===== src/rtl/core/grcpt_pkg.sv =====
`timescale 1ns / 1ps
package grcpt_pkg;

   // Default number of column cells
   localparam int MAX_WIDTH_DEF = 32;
   // Tallest glyph handled; taller settings clamp here
   localparam int MAX_HEIGHT = 32;

   localparam int CfgW = 6;
   localparam int IdxW = 3;

   // Register indexes of the configuration port
   localparam logic [IdxW-1:0] REG_GLYPH_WIDTH  = 3'd0;
   localparam logic [IdxW-1:0] REG_GLYPH_HEIGHT = 3'd1;
   localparam logic [IdxW-1:0] REG_BIT_REVERSE  = 3'd2;
   localparam logic [IdxW-1:0] REG_UNDERLINE_ON = 3'd3;
   localparam logic [IdxW-1:0] REG_INVERT_ON    = 3'd4;

   localparam logic [CfgW-1:0] WIDTH_RESET  = 6'd16;
   localparam logic [CfgW-1:0] HEIGHT_RESET = 6'd16;

   // Per-cycle control broadcast from the input side to the cells
   typedef struct packed {
      logic       wr;     // a glyph word is accepted
      logic       load;   // that word closes a page: hand accumulators to the shift chain
      logic [1:0] bir;    // byte position within the row
      logic [2:0] sub;    // row within the page
      logic [1:0] page;   // page of the closing word
      logic       gend;   // closing word ends the glyph
      logic [7:0] data;   // glyph word
   } grcpt_ctl_type;

endpackage


===== src/rtl/core/grcpt_cell.sv =====
`timescale 1ns / 1ps
module grcpt_cell
   import grcpt_pkg::*;
#(
   parameter int COL = 0,
   parameter int W_W = 6
) (
   input  logic          clock,
   input  logic          reset,
   input  grcpt_ctl_type ctl,
   input  logic          shift,
   input  logic [W_W-1:0] w_eff,
   input  logic [7:0]    sh_next,
   output logic [7:0]    sh_o
);

   localparam int  GRP    = COL / 8;
   localparam int  BITPOS = 7 - (COL % 8);
   localparam bit  GRP_OK = (GRP < 4);
   localparam logic [1:0] GRP_CODE = GRP_OK ? 2'(GRP) : 2'd0;

   logic [7:0] acc_ff, acc_in;
   logic [7:0] sh_ff, sh_in;
   logic       hit;
   logic [7:0] merged;

   // Pick this column's pixel out of the incoming word
   assign hit = ctl.wr && GRP_OK && (ctl.bir == GRP_CODE) && (W_W'(COL) < w_eff)
                && ctl.data[BITPOS];
   assign merged = acc_ff | (hit ? (8'h80 >> ctl.sub) : 8'h00);

   // Accumulate, clear on page hand-off
   always_comb begin
      acc_in = ctl.load ? 8'h00 : merged;
   end

   // Load the finished column, else move toward cell zero on each taken word
   always_comb begin
      sh_in = sh_ff;
      if (ctl.load) begin
         sh_in = merged;
      end else if (shift) begin
         sh_in = sh_next;
      end
   end

   always_ff @(posedge clock) begin
      if (reset) begin
         acc_ff <= 8'h00;
      end else begin
         acc_ff <= acc_in;
      end
   end

   always_ff @(posedge clock) begin
      sh_ff <= sh_in;
   end

   assign sh_o = sh_ff;

endmodule


===== src/rtl/core/grcpt_in_ctrl.sv =====
`timescale 1ns / 1ps
module grcpt_in_ctrl
   import grcpt_pkg::*;
#(
   parameter int W_W = 6
) (
   input  logic           clock,
   input  logic           reset,
   input  logic           req_tvalid,
   output logic           req_tready,
   input  logic [7:0]     glyph_byte,
   input  logic [W_W-1:0] w_eff,
   input  logic [5:0]     h_eff,
   input  logic           out_busy,
   output grcpt_ctl_type  ctl
);

   logic [1:0]   bir_ff, bir_in;
   logic [4:0]   row_ff, row_in;
   logic [W_W:0] w_plus;
   logic [W_W:0] bpr;
   logic         row_end;
   logic         glyph_end;
   logic         page_end;
   logic         accept;

   // Row and page boundaries follow from the counters and the clamped width and height
   assign w_plus    = {1'b0, w_eff} + (W_W+1)'(7);
   assign bpr       = w_plus >> 3;
   assign row_end   = ((W_W+1)'(bir_ff) + (W_W+1)'(1)) >= bpr;
   assign glyph_end = ({1'b0, row_ff} + 6'd1) >= h_eff;
   assign page_end  = row_end && ((row_ff[2:0] == 3'd7) || glyph_end);

   // Hold a page-closing word until the shift chain is empty
   assign req_tready = !(page_end && out_busy);
   assign accept     = req_tvalid && req_tready;

   // Advance byte and row counters
   always_comb begin
      bir_in = bir_ff;
      row_in = row_ff;
      if (accept) begin
         if (!row_end) begin
            bir_in = bir_ff + 2'd1;
         end else begin
            bir_in = 2'd0;
            row_in = glyph_end ? 5'd0 : row_ff + 5'd1;
         end
      end
   end

   always_ff @(posedge clock) begin
      if (reset) begin
         bir_ff <= 2'd0;
         row_ff <= 5'd0;
      end else begin
         bir_ff <= bir_in;
         row_ff <= row_in;
      end
   end

   always_comb begin
      ctl.wr   = accept;
      ctl.load = accept && page_end;
      ctl.bir  = bir_ff;
      ctl.sub  = row_ff[2:0];
      ctl.page = row_ff[4:3];
      ctl.gend = glyph_end;
      ctl.data = glyph_byte;
   end

endmodule


===== src/rtl/core/grcpt_out_ctrl.sv =====
`timescale 1ns / 1ps
module grcpt_out_ctrl
   import grcpt_pkg::*;
#(
   parameter int W_W = 6
) (
   input  logic           clock,
   input  logic           reset,
   input  grcpt_ctl_type  ctl,
   input  logic [W_W-1:0] w_eff,
   input  logic           bit_reverse,
   input  logic           underline_on,
   input  logic           invert_on,
   input  logic [7:0]     head_byte,
   output logic           shift,
   output logic           busy,
   output logic           rsp_tvalid,
   input  logic           rsp_tready,
   output logic [15:0]    rsp_tdata,
   output logic           rsp_tuser,
   output logic           rsp_tlast
);

   localparam int COL_W = (W_W > 1) ? W_W - 1 : 1;

   logic             valid_ff, valid_in;
   logic [W_W-1:0]   col_ff, col_in;
   logic [1:0]       page_ff, page_in;
   logic             gend_ff, gend_in;
   logic             last_col;
   logic [7:0]       v_rev, v_ul, v_out;

   function automatic logic [7:0] flip_bits(input logic [7:0] v);
      logic [7:0] r;
      for (int i = 0; i < 8; i++) begin
         r[i] = v[7-i];
      end
      return r;
   endfunction

   assign last_col = (col_ff + W_W'(1)) == w_eff;
   assign shift    = valid_ff && rsp_tready;
   assign busy     = valid_ff;

   // Start a page run on load, advance the column on each taken word
   always_comb begin
      valid_in = valid_ff;
      col_in   = col_ff;
      page_in  = page_ff;
      gend_in  = gend_ff;
      if (ctl.load) begin
         valid_in = 1'b1;
         col_in   = '0;
         page_in  = ctl.page;
         gend_in  = ctl.gend;
      end else if (shift) begin
         if (last_col) begin
            valid_in = 1'b0;
         end else begin
            col_in = col_ff + W_W'(1);
         end
      end
   end

   always_ff @(posedge clock) begin
      if (reset) begin
         valid_ff <= 1'b0;
      end else begin
         valid_ff <= valid_in;
      end
   end

   always_ff @(posedge clock) begin
      col_ff  <= col_in;
      page_ff <= page_in;
      gend_ff <= gend_in;
   end

   // Apply reverse, underline, invert in that order
   assign v_rev = bit_reverse ? flip_bits(head_byte) : head_byte;
   assign v_ul  = (underline_on && gend_ff) ? (v_rev ^ 8'h80) : v_rev;
   assign v_out = invert_on ? ~v_ul : v_ul;

   assign rsp_tvalid = valid_ff;
   assign rsp_tdata  = {1'b0, page_ff, 5'(col_ff[COL_W-1:0]), v_out};
   assign rsp_tuser  = last_col;
   assign rsp_tlast  = last_col && gend_ff;

endmodule


===== src/rtl/core/glyph_row_to_column_page_transpose_top.sv =====
`timescale 1ns / 1ps
// Glyph row to column page transpose.
// req_ carries a 1-bit-per-pixel glyph one word per beat, row by row, MSB
// leftmost, each row padded to whole bytes. rsp_ returns one column word per
// column for every page of eight rows: the word of the page's closing row
// (or the glyph's last row) starts a run of glyph_width column words.
// csr_ writes the five settings: width, height, bit reverse, underline,
// invert; write them only while no glyph is in flight.
// The first column word of a page is valid in the cycle after the
// page-closing word is taken; the run then moves out one word per cycle
// while the receiver is ready, through a shift chain of column cells.
// Throughput: one input word per cycle; a page-closing word waits while the
// previous page is still in the shift chain. A stalled receiver freezes the
// chain and the shown word; input keeps filling the next page until its
// closing word.
// Reset: accumulators and counters clear, settings return to width 16,
// height 16, options off. No clearing pass is needed.
module glyph_row_to_column_page_transpose_top
   import grcpt_pkg::*;
#(
   parameter int MAX_WIDTH = MAX_WIDTH_DEF
) (
   input  logic            clock,
   input  logic            reset,
   input  logic            req_tvalid,
   output logic            req_tready,
   input  logic [7:0]      req_tdata,   // [7:0] glyph_byte
   output logic            rsp_tvalid,
   input  logic            rsp_tready,
   output logic [15:0]     rsp_tdata,   // [7:0] column_byte, [12:8] column_index,
                                        // [14:13] page_index, [15] zero
   output logic            rsp_tuser,   // [0] last_of_page
   output logic            rsp_tlast,   // last_of_glyph
   input  logic            csr_we,
   input  logic [IdxW-1:0] csr_index,
   input  logic [CfgW-1:0] csr_wdata
);

   localparam int W_W = $clog2(MAX_WIDTH + 1);

   logic [CfgW-1:0] width_ff;
   logic [CfgW-1:0] height_ff;
   logic            bit_reverse_ff;
   logic            underline_ff;
   logic            invert_ff;
   logic [W_W-1:0]  w_eff;
   logic [5:0]      h_eff;
   grcpt_ctl_type   ctl;
   logic            shift;
   logic            busy;
   logic [7:0]      sh [MAX_WIDTH+1];

   // Settings registers
   always_ff @(posedge clock) begin
      if (reset) begin
         width_ff       <= WIDTH_RESET;
         height_ff      <= HEIGHT_RESET;
         bit_reverse_ff <= 1'b0;
         underline_ff   <= 1'b0;
         invert_ff      <= 1'b0;
      end else if (csr_we) begin
         unique case (csr_index)
            REG_GLYPH_WIDTH:  width_ff       <= csr_wdata;
            REG_GLYPH_HEIGHT: height_ff      <= csr_wdata;
            REG_BIT_REVERSE:  bit_reverse_ff <= csr_wdata[0];
            REG_UNDERLINE_ON: underline_ff   <= csr_wdata[0];
            REG_INVERT_ON:    invert_ff      <= csr_wdata[0];
            default: ;
         endcase
      end
   end

   // Clamp width and height to their working range
   always_comb begin
      if (width_ff == '0) begin
         w_eff = W_W'(1);
      end else if (int'(width_ff) > MAX_WIDTH) begin
         w_eff = W_W'(MAX_WIDTH);
      end else begin
         w_eff = W_W'(width_ff);
      end
      if (height_ff == '0) begin
         h_eff = 6'd1;
      end else if (int'(height_ff) > MAX_HEIGHT) begin
         h_eff = 6'(MAX_HEIGHT);
      end else begin
         h_eff = height_ff;
      end
   end

   grcpt_in_ctrl #(.W_W(W_W)) u_in_ctrl (
      .clock      (clock),
      .reset      (reset),
      .req_tvalid (req_tvalid),
      .req_tready (req_tready),
      .glyph_byte (req_tdata),
      .w_eff      (w_eff),
      .h_eff      (h_eff),
      .out_busy   (busy),
      .ctl        (ctl)
   );

   // Row of column cells; the chain drains toward cell zero
   assign sh[MAX_WIDTH] = 8'h00;

   for (genvar i = 0; i < MAX_WIDTH; i++) begin : g_cell
      grcpt_cell #(.COL(i), .W_W(W_W)) u_cell (
         .clock   (clock),
         .reset   (reset),
         .ctl     (ctl),
         .shift   (shift),
         .w_eff   (w_eff),
         .sh_next (sh[i+1]),
         .sh_o    (sh[i])
      );
   end

   grcpt_out_ctrl #(.W_W(W_W)) u_out_ctrl (
      .clock        (clock),
      .reset        (reset),
      .ctl          (ctl),
      .w_eff        (w_eff),
      .bit_reverse  (bit_reverse_ff),
      .underline_on (underline_ff),
      .invert_on    (invert_ff),
      .head_byte    (sh[0]),
      .shift        (shift),
      .busy         (busy),
      .rsp_tvalid   (rsp_tvalid),
      .rsp_tready   (rsp_tready),
      .rsp_tdata    (rsp_tdata),
      .rsp_tuser    (rsp_tuser),
      .rsp_tlast    (rsp_tlast)
   );

   // A page hands off only into an empty chain
   a_load_empty: assert property (@(posedge clock) disable iff (reset)
      ctl.load |-> !rsp_tvalid)
      else $error("page loaded while previous run still pending");

   // A loaded page shows column zero next
   a_load_start: assert property (@(posedge clock) disable iff (reset)
      ctl.load |=> (rsp_tvalid && (rsp_tdata[12:8] == 5'd0)))
      else $error("page run did not start at column zero");

   // End of glyph is always end of page
   a_glyph_page: assert property (@(posedge clock) disable iff (reset)
      (rsp_tvalid && rsp_tlast) |-> rsp_tuser)
      else $error("last_of_glyph without last_of_page");

   // The run ends after its last column word is taken
   a_run_end: assert property (@(posedge clock) disable iff (reset)
      (rsp_tvalid && rsp_tready && rsp_tuser) |=> !rsp_tvalid)
      else $error("output still valid after last column word");

endmodule


===== config.mk =====
export PLATFORM = sky130hd
export DESIGN_NAME = glyph_row_to_column_page_transpose_top
export DESIGN_NICKNAME = d
export VERILOG_FILES = /design/src/rtl/core/grcpt_pkg.sv /design/src/rtl/core/grcpt_cell.sv /design/src/rtl/core/grcpt_in_ctrl.sv /design/src/rtl/core/grcpt_out_ctrl.sv /design/src/rtl/core/glyph_row_to_column_page_transpose_top.sv
export SDC_FILE = /design/constraint.sdc
export NUM_CORES = 1
export LEC_CHECK = 0
export ABC_AREA = 1
export BUFFER_PORTS_ARGS = -buffer_cell sky130_fd_sc_hd__buf_4
export CAP_MARGIN = 20
export CORE_UTILIZATION = 57
export CTS_CLUSTER_DIAMETER = 30
export DETAILED_ROUTE_END_ITERATION = 10
export GPL_ROUTABILITY_DRIVEN = 0
export HOLD_SLACK_MARGIN = 0.15
export PLACE_DENSITY = 0.76
export SYNTH_ARGS = -nofsm -noshare
export SYNTH_HDL_FRONTEND = slang
export SYNTH_SLANG_ARGS = --single-unit

===== constraint.sdc =====
create_clock -name clock -period 9 [get_ports clock]
set_input_delay 0.45 -clock clock [delete_from_list [all_inputs] [get_ports clock]]
set_output_delay 0.45 -clock clock [all_outputs]
set_load 0.02 [all_outputs]

Word level (Yosys, flattened, before mapping)
Index checks and enable logic that the tools add are counted.
Widths: inputs -> output; s select.
Operators by class
  add/subtract/negate cells: 6
  $lt $le $gt $ge: 36
  equality and inequality tests: 9
  shifts and indexed selects: 1
  multiplexer cells: 108
  bitwise operators: 35
  reductions and logical operators: 92
Operators by type and width (number)
  $mux 8: 99
  $or 8x8->8: 32
  $lt 5x6->1 const A: 16
  $logic_and 1x1->1: 75
  $lt 4x6->1 const A: 8
  $lt 3x6->1 const A: 4
  $mux 6: 4
  $reduce_and 2->1: 8
  $gt 6x6->1 const B: 2
  $logic_not 6->1: 2
  $lt 1x6->1 const A: 2
  $lt 2x6->1 const A: 2
  $not 8->8: 1
  $shr 8x3->8 const A: 1
  $add 6x3->7 const B: 1
  $ge 7x4->1: 1
  $add 5x1->6 const B: 1
  $add 6x1->6 const B: 1
  $eq 3x2->1 const B: 2
  $eq 3x3->1 const B: 2
  $eq 6x6->1: 1
  $ge 6x6->1: 1
  $add 5x1->5 const B: 1
  $mux 5: 1
  other kinds (14): 19
Word-level totals
  register bits after elaboration: 544
  input bits: 22

Longest topological paths before layout
  depth after elaboration: 15
  gate-level depth with buffers: 24
  depth with buffers taken out: 20

Hierarchy
From an unflattened synthesis, not the netlist that was laid out.
Second synthesis, totals
  cell total of the unflattened synthesis: 3572
  area total of the unflattened synthesis: 27433.8 µm²
Modules (own cells, without submodules)
  grcpt_cell (g_cell[16].u_cell ...): times used 3, cells each 103, area each 794.5 µm², sequential area each 400.4 µm²
  grcpt_cell (g_cell[1].u_cell ...): times used 2, cells each 101, area each 785.8 µm², sequential area each 400.4 µm²
  grcpt_cell (g_cell[26].u_cell ...): times used 2, cells each 99, area each 770.7 µm², sequential area each 400.4 µm²
  grcpt_cell (g_cell[10].u_cell ...): times used 2, cells each 96, area each 760.7 µm², sequential area each 400.4 µm²
  grcpt_in_ctrl: times used 1, cells each 143, area each 945.9 µm², sequential area each 140.1 µm²
  grcpt_out_ctrl: times used 1, cells each 153, area each 927.1 µm², sequential area each 230.2 µm²
  grcpt_cell (g_cell[8].u_cell): times used 1, cells each 102, area each 820.8 µm², sequential area each 400.4 µm²
  grcpt_cell (g_cell[20].u_cell): times used 1, cells each 99, area each 815.8 µm², sequential area each 400.4 µm²
  grcpt_cell (g_cell[15].u_cell): times used 1, cells each 97, area each 805.8 µm², sequential area each 400.4 µm²
  grcpt_cell (g_cell[24].u_cell): times used 1, cells each 99, area each 792.0 µm², sequential area each 400.4 µm²
  grcpt_cell (g_cell[5].u_cell): times used 1, cells each 101, area each 783.3 µm², sequential area each 400.4 µm²
  grcpt_cell (g_cell[13].u_cell): times used 1, cells each 98, area each 782.0 µm², sequential area each 400.4 µm²
  grcpt_cell (g_cell[12].u_cell): times used 1, cells each 101, area each 779.5 µm², sequential area each 400.4 µm²
  grcpt_cell (g_cell[19].u_cell): times used 1, cells each 98, area each 777.0 µm², sequential area each 400.4 µm²
  +16 rows

Worst setup path before layout
No wires, ideal clock.
  path type: reg-to-reg
  start: register width_ff[2]
  end: register g_cell[0].u_cell.sh_ff[0] (enable)
  data arrival time: 6768 ps
  data required time: 7045 ps
  slack: 277 ps
  cell stages (with the launch flop): 22
  path buffers: 3
  clock period less this slack: 8723 ps
  cells stage by stage: dfxtp_1 -> buf_4 -> nor2_4 -> nand3_2 -> nand2_2 -> nand2_4 -> nand2_2 -> inv_2 -> a21oi_1 -> xor2_1 -> ha_1 -> nand3b_1 -> nand3_2 -> nand2_1 -> inv_2 -> nand2_2 -> nand3_2 -> inv_2 -> nand2_1 -> buf_6 -> clkbuf_1 -> nand2_1
Between the ends
  word-level cells in the longest chain between the ends: 11
  elaborated cells on any way between the ends: 12
  classes of those cells: add/sub: 1; order compare: 2; mux: 2; reduce/logical: 7
Ends and longest elaborated chain
  start: declaration: line glyph_row_to_column_page_transpose_top.sv:41  | logic [CfgW-1:0] width_ff;
  start signal: assignment: line glyph_row_to_column_page_transpose_top.sv:63  | REG_GLYPH_WIDTH: width_ff <= csr_wdata;
  $gt 6x6->1: line glyph_row_to_column_page_transpose_top.sv:77  | end else if (int'(width_ff) > MAX_WIDTH) begin
  $mux 6: line glyph_row_to_column_page_transpose_top.sv:77
  $mux 6 (*): line glyph_row_to_column_page_transpose_top.sv:75  | if (width_ff == '0) begin
  $add 6x3->7 (*): line grcpt_in_ctrl.sv:28  | assign w_plus = {1'b0, w_eff} + (W_W+1)'(7);
  $ge 7x4->1 (*): line grcpt_in_ctrl.sv:30  | assign row_end = ((W_W+1)'(bir_ff) + (W_W+1)'(1)) >= bpr;
  $logic_and 1x1->1 (*): line grcpt_in_ctrl.sv:32  | assign page_end = row_end && ((row_ff[2:0] == 3'd7) || glyph_end);
  $logic_and 1x1->1: line grcpt_in_ctrl.sv:35  | assign req_tready = !(page_end && out_busy);
  $logic_not 1->1: line grcpt_in_ctrl.sv:35
  $logic_and 1x1->1: line grcpt_in_ctrl.sv:36  | assign accept = req_tvalid && req_tready;
  $logic_and 1x1->1 (*): line grcpt_in_ctrl.sv:64  | ctl.load = accept && page_end;
  $reduce_bool 2->1 (no line) (*)
  end signal: assignment: line grcpt_cell.sv:56  | sh_ff <= sh_in;
  end: declaration: line grcpt_cell.sv:23  | logic [7:0] sh_ff, sh_in;
Every way passes the cells marked *; elsewhere a longest branch is shown, timed or not.
A chain may end at the register's enable or synchronous reset.

Worst setup path after layout
  start: register width_ff[2]
  end: register g_cell[21].u_cell.sh_ff[3] (enable)
Between the ends
  word-level cells in the longest chain between the ends: 11
  elaborated cells on any way between the ends: 12
  classes of those cells: add/sub: 1; order compare: 2; mux: 2; reduce/logical: 7
Ends and longest elaborated chain (line)
  $gt 6x6->1: glyph_row_to_column_page_transpose_top.sv:77
  $mux 6: glyph_row_to_column_page_transpose_top.sv:77
  $mux 6 (*): glyph_row_to_column_page_transpose_top.sv:75
  $add 6x3->7 (*): grcpt_in_ctrl.sv:28
  $ge 7x4->1 (*): grcpt_in_ctrl.sv:30
  $logic_and 1x1->1 (*): grcpt_in_ctrl.sv:32
  $logic_and 1x1->1: grcpt_in_ctrl.sv:35
  $logic_not 1->1: grcpt_in_ctrl.sv:35
  $logic_and 1x1->1: grcpt_in_ctrl.sv:36
  $logic_and 1x1->1 (*): grcpt_in_ctrl.sv:64
  $reduce_bool 2->1 (no line) (*)
  end signal: assignment: grcpt_cell.sv:56
  end: declaration: grcpt_cell.sv:23
Marked as above.

==> results.cfg <==
[outcome]
status = finished, final reports clean

[timing]
setup_viol = 0
skew_ns = 0.0262
slew_violations = 0
rsz0062_at_grt = no
fin_tns_setup_ns = 0
hold_ws_ns = 0.235
worst_slew_pin_slew_ns = 1.15
period_share_pct = 61.4
finalHoldViolations = 0
clock.fmax_mhz = 181
layout_min_cycle_time_ns = 5.53
max-slew-margin-rel_pct = 23.3

[worst_setup_path]
cpMaxStageDelayCell = buf_4
r2r_cells = 19
setup.worst_path.end_class = flip-flop
worstSetupPathType = reg2reg
critical_path.cell_chain = nor2_4 > nand3_2 > nand2_2 > nand2_4 > nand2_2 > inv_2 > a21oi_1 > xor2_1 > ha_1 > nand3_1 > nand3_2 > nand2_1 > inv_2 > nand2_2 > nand3_2 > inv_2 > nand2_4 > nand2_4 > buf_4
max_stage_delay_ns = 0.93
r2r_setup_slack_ns = 3.47
cp.required_ns = 9.24
worst_setup_path_start_kind = flip-flop
cp.arrival_ns = 5.76
rr_startpoint = width_ff[2]
r2r_end = g_cell[21].u_cell.sh_o[3]
cp_max_fo = 82

[finish]
layout_commonest_cell = nand2_1
final_area_um2 = 27300
syn_to_final_growth_pct = 17.8
drive_above_1_share_pct = 10.2
diodes = 0
final_core_util_pct = 68.3
finish.net_count = 2774
mostFrequentLayoutCells = 932 x nand2_1, 285 x dfxtp_1, 259 x edfxtp_1

[synth]
yosysSeqAreaShare_pct = 58.3
yosys_warnings = 0
synthDistinctLibCells = 39
synth_edf_count = 259
ys_seq_elements = 544
synthAdderAreaFrac_pct = 1.08
synth_top_family_by_area = simple AND/OR/NAND/NOR gates
synth-async-reset-ratio_pct = 0
synthCells = 2691
syn-cell-area_um2 = 23100
synth_nets = 2733
synth_xor_area_share_pct = 0.454
yosys.area_share.simple_pct = 24.7
synth-compound-area-share_pct = 7.87
ys.flop_type = dfxtp_1
synth_mux_area_share_pct = 0
avgSynthCellArea_um2 = 8.60

[route]
route.detailed.drc = 0
drtIter0Drc = 1659
avgRoutedWirePerCell_um = 17.2
dr.pass1.iters = 5
drt-total-wl_um = 57700
ant_nets = 0
vias = 18400
viasPerCell = 5.48

[power]
leakagePower_nw = 11.9
ir_drop_v = 0.000245
power.total_mw = 8.00
powerDensity_nw_per_um2 = 293

[grt]
grt_pass1_vias = 18300
grt_antenna_before_repair = 1
grt_pass1_wl_um = 92100
grt_overflow = 0
grt_max_degree = 121
grtUsageTotal_pct = 28.2

[clocking]
clkTransAtPathRegs_ns = 0.05
htreeDepth = 3
clk_latency_ns = 0.65
cts_resized = 0
cts_num_sinks = 544
cts_tree = done
cts_buffers = 103
cts-root-buf = clkbuf_16
clk_path_buf_depth = 3

[placed_design]
io_buffers = 40
dp_hpwl_um = 32500
placed_area_um2 = 23600

[floorplanning]
std_cell_rows = 73
io_pins = 42
initial_utilization_pct = 58.0
chipWidth_um = 203
dieArea_um2 = 41400
die_y_um = 203
core_area_um2 = 39900

[worst_hold_path]
hold_path_class = in2reg
min-delay-start = req_tvalid
worstHoldPathCells = 3
min_to = u_in_ctrl.bir_ff[1]

[job]
maxCapViolCount = 0
==> cells by family (layout without fill, tap and decap cells) <==
group | count (synthesis) | count (layout)
buf+inv | 392 | 524
flops | 544 | 544
other cells | 1 | 1
simple gates | 1395 | 1395
xor+xnor | 12 | 12
fa+ha+maj | 20 | 20
compound gates | 327 | 327
==> stage by stage <==
stage	std cells	setup slack, ns
2_1_floorplan	2691	0.277
3_3_place_gp	3138	3.73
3_5_place_dp	3140	3.57
4_1_cts	3348	3.55
5_1_grt	3348	3.11
6_report	3348	3.47
==> power breakdown <==
| group | switching (mW) | total, mW | internal [mW] |
|---|---|---|---|
| sequential | 0.0880 | 3.01 | 2.92 |
| combinational | 0.829 | 1.11 | 0.279 |
| clock | 1.34 | 3.89 | 2.54 |
==> per-layer routing <==
| layer | GRT usage (%) | up-vias | part of all wire [%] |
|---|---|---|---|
| met4 | 13.9 | 2 | 3.8 |
| met3 | 5.13 | 184 | 7.0 |
| met5 | 0 | - | 0.016 |
| met2 | 49.1 | 684 | 50 |
| li1 | - | 8783 | - |
| met1 | 33.6 | 8708 | 39 |
==> timing repair <==
action | CTS | global route
hold buffers | 12 | 0
setup buffers | 0 | 0
endpoints found under the hold margin | 19 | 0
==> registers in the layout, indices dropped and copies added (netlist names) <==
| register | flops |
|---|---|
| u_out_ctrl.busy | 1 |
| u_in_ctrl.row_ff | 5 |
| g_cell.u_cell.acc_ff | 256 |
| bit_reverse_ff | 1 |
| g_cell.u_cell.sh_o | 256 |
| width_ff | 6 |
| underline_ff | 1 |
| invert_ff | 1 |
| u_out_ctrl.page_ff | 2 |
| u_out_ctrl.col_ff | 6 |
| height_ff | 6 |
| u_out_ctrl.gend_ff | 1 |
| u_in_ctrl.bir_ff | 2 |
==> worst max-delay path, delay by kind of cell (launching register included) <==
kind,cells,cell delay [ns]
buffers and inverters,4,1.17
DFF,1,0.44
xor gates and xnor gates,1,0.19
adders and majority gates,1,0.26
AOI/OAI and AO/OA,1,0.21
and+or+nand+nor,12,2.65
==> layout make-up <==
type / count / area, um^2
multi-input cells: 1755 / 7930
inverters: 251 / 947
clock inverters: 75 / 888
flip-flops and latches: 544 / 13500
fillers: 2931 / 12700
repair buffers: 77 / 661
well taps: 525 / 657
clock buffers: 121 / 2700
==> Yosys cell counts, types with 10 or more instances <==
cell / number / area [um^2]
inv_2: 10 / 37.5
a21oi_1: 196 / 981
edfxtp_1: 259 / 7780
ha_1: 20 / 250
nand3_1: 200 / 1000
and2_1: 40 / 250
nand2_1: 934 / 3510
nand4_1: 14 / 87.6
dfxtp_1: 285 / 5710
inv_1: 237 / 890
buf_2: 56 / 280
buf_4: 28 / 210
a21oi_2: 10 / 87.6
o21bai_1: 40 / 300
xor2_1: 11 / 96.3
o21ai_0: 61 / 305
buf_6: 14 / 158
nor2_1: 178 / 668
clkbuf_1: 42 / 158
==> worst max path at each step <==
stage | start | endpoint | slack, ns | depth (start not counted)
after global routing | width_ff[2] | g_cell[19].u_cell.sh_o[1] | 3.11 | 19
final | width_ff[2] | g_cell[21].u_cell.sh_o[3] | 3.47 | 19
after detailed placement | width_ff[2] | g_cell[15].u_cell.sh_o[2] | 3.57 | 19
after global placement | width_ff[2] | g_cell[15].u_cell.sh_o[5] | 3.73 | 19
after floorplan | width_ff[2] | g_cell[0].u_cell.sh_o[0] | 0.28 | 21
after CTS | width_ff[2] | g_cell[17].u_cell.sh_o[1] | 3.55 | 19
No activity file was read; power rests on OpenSTA's default activity.
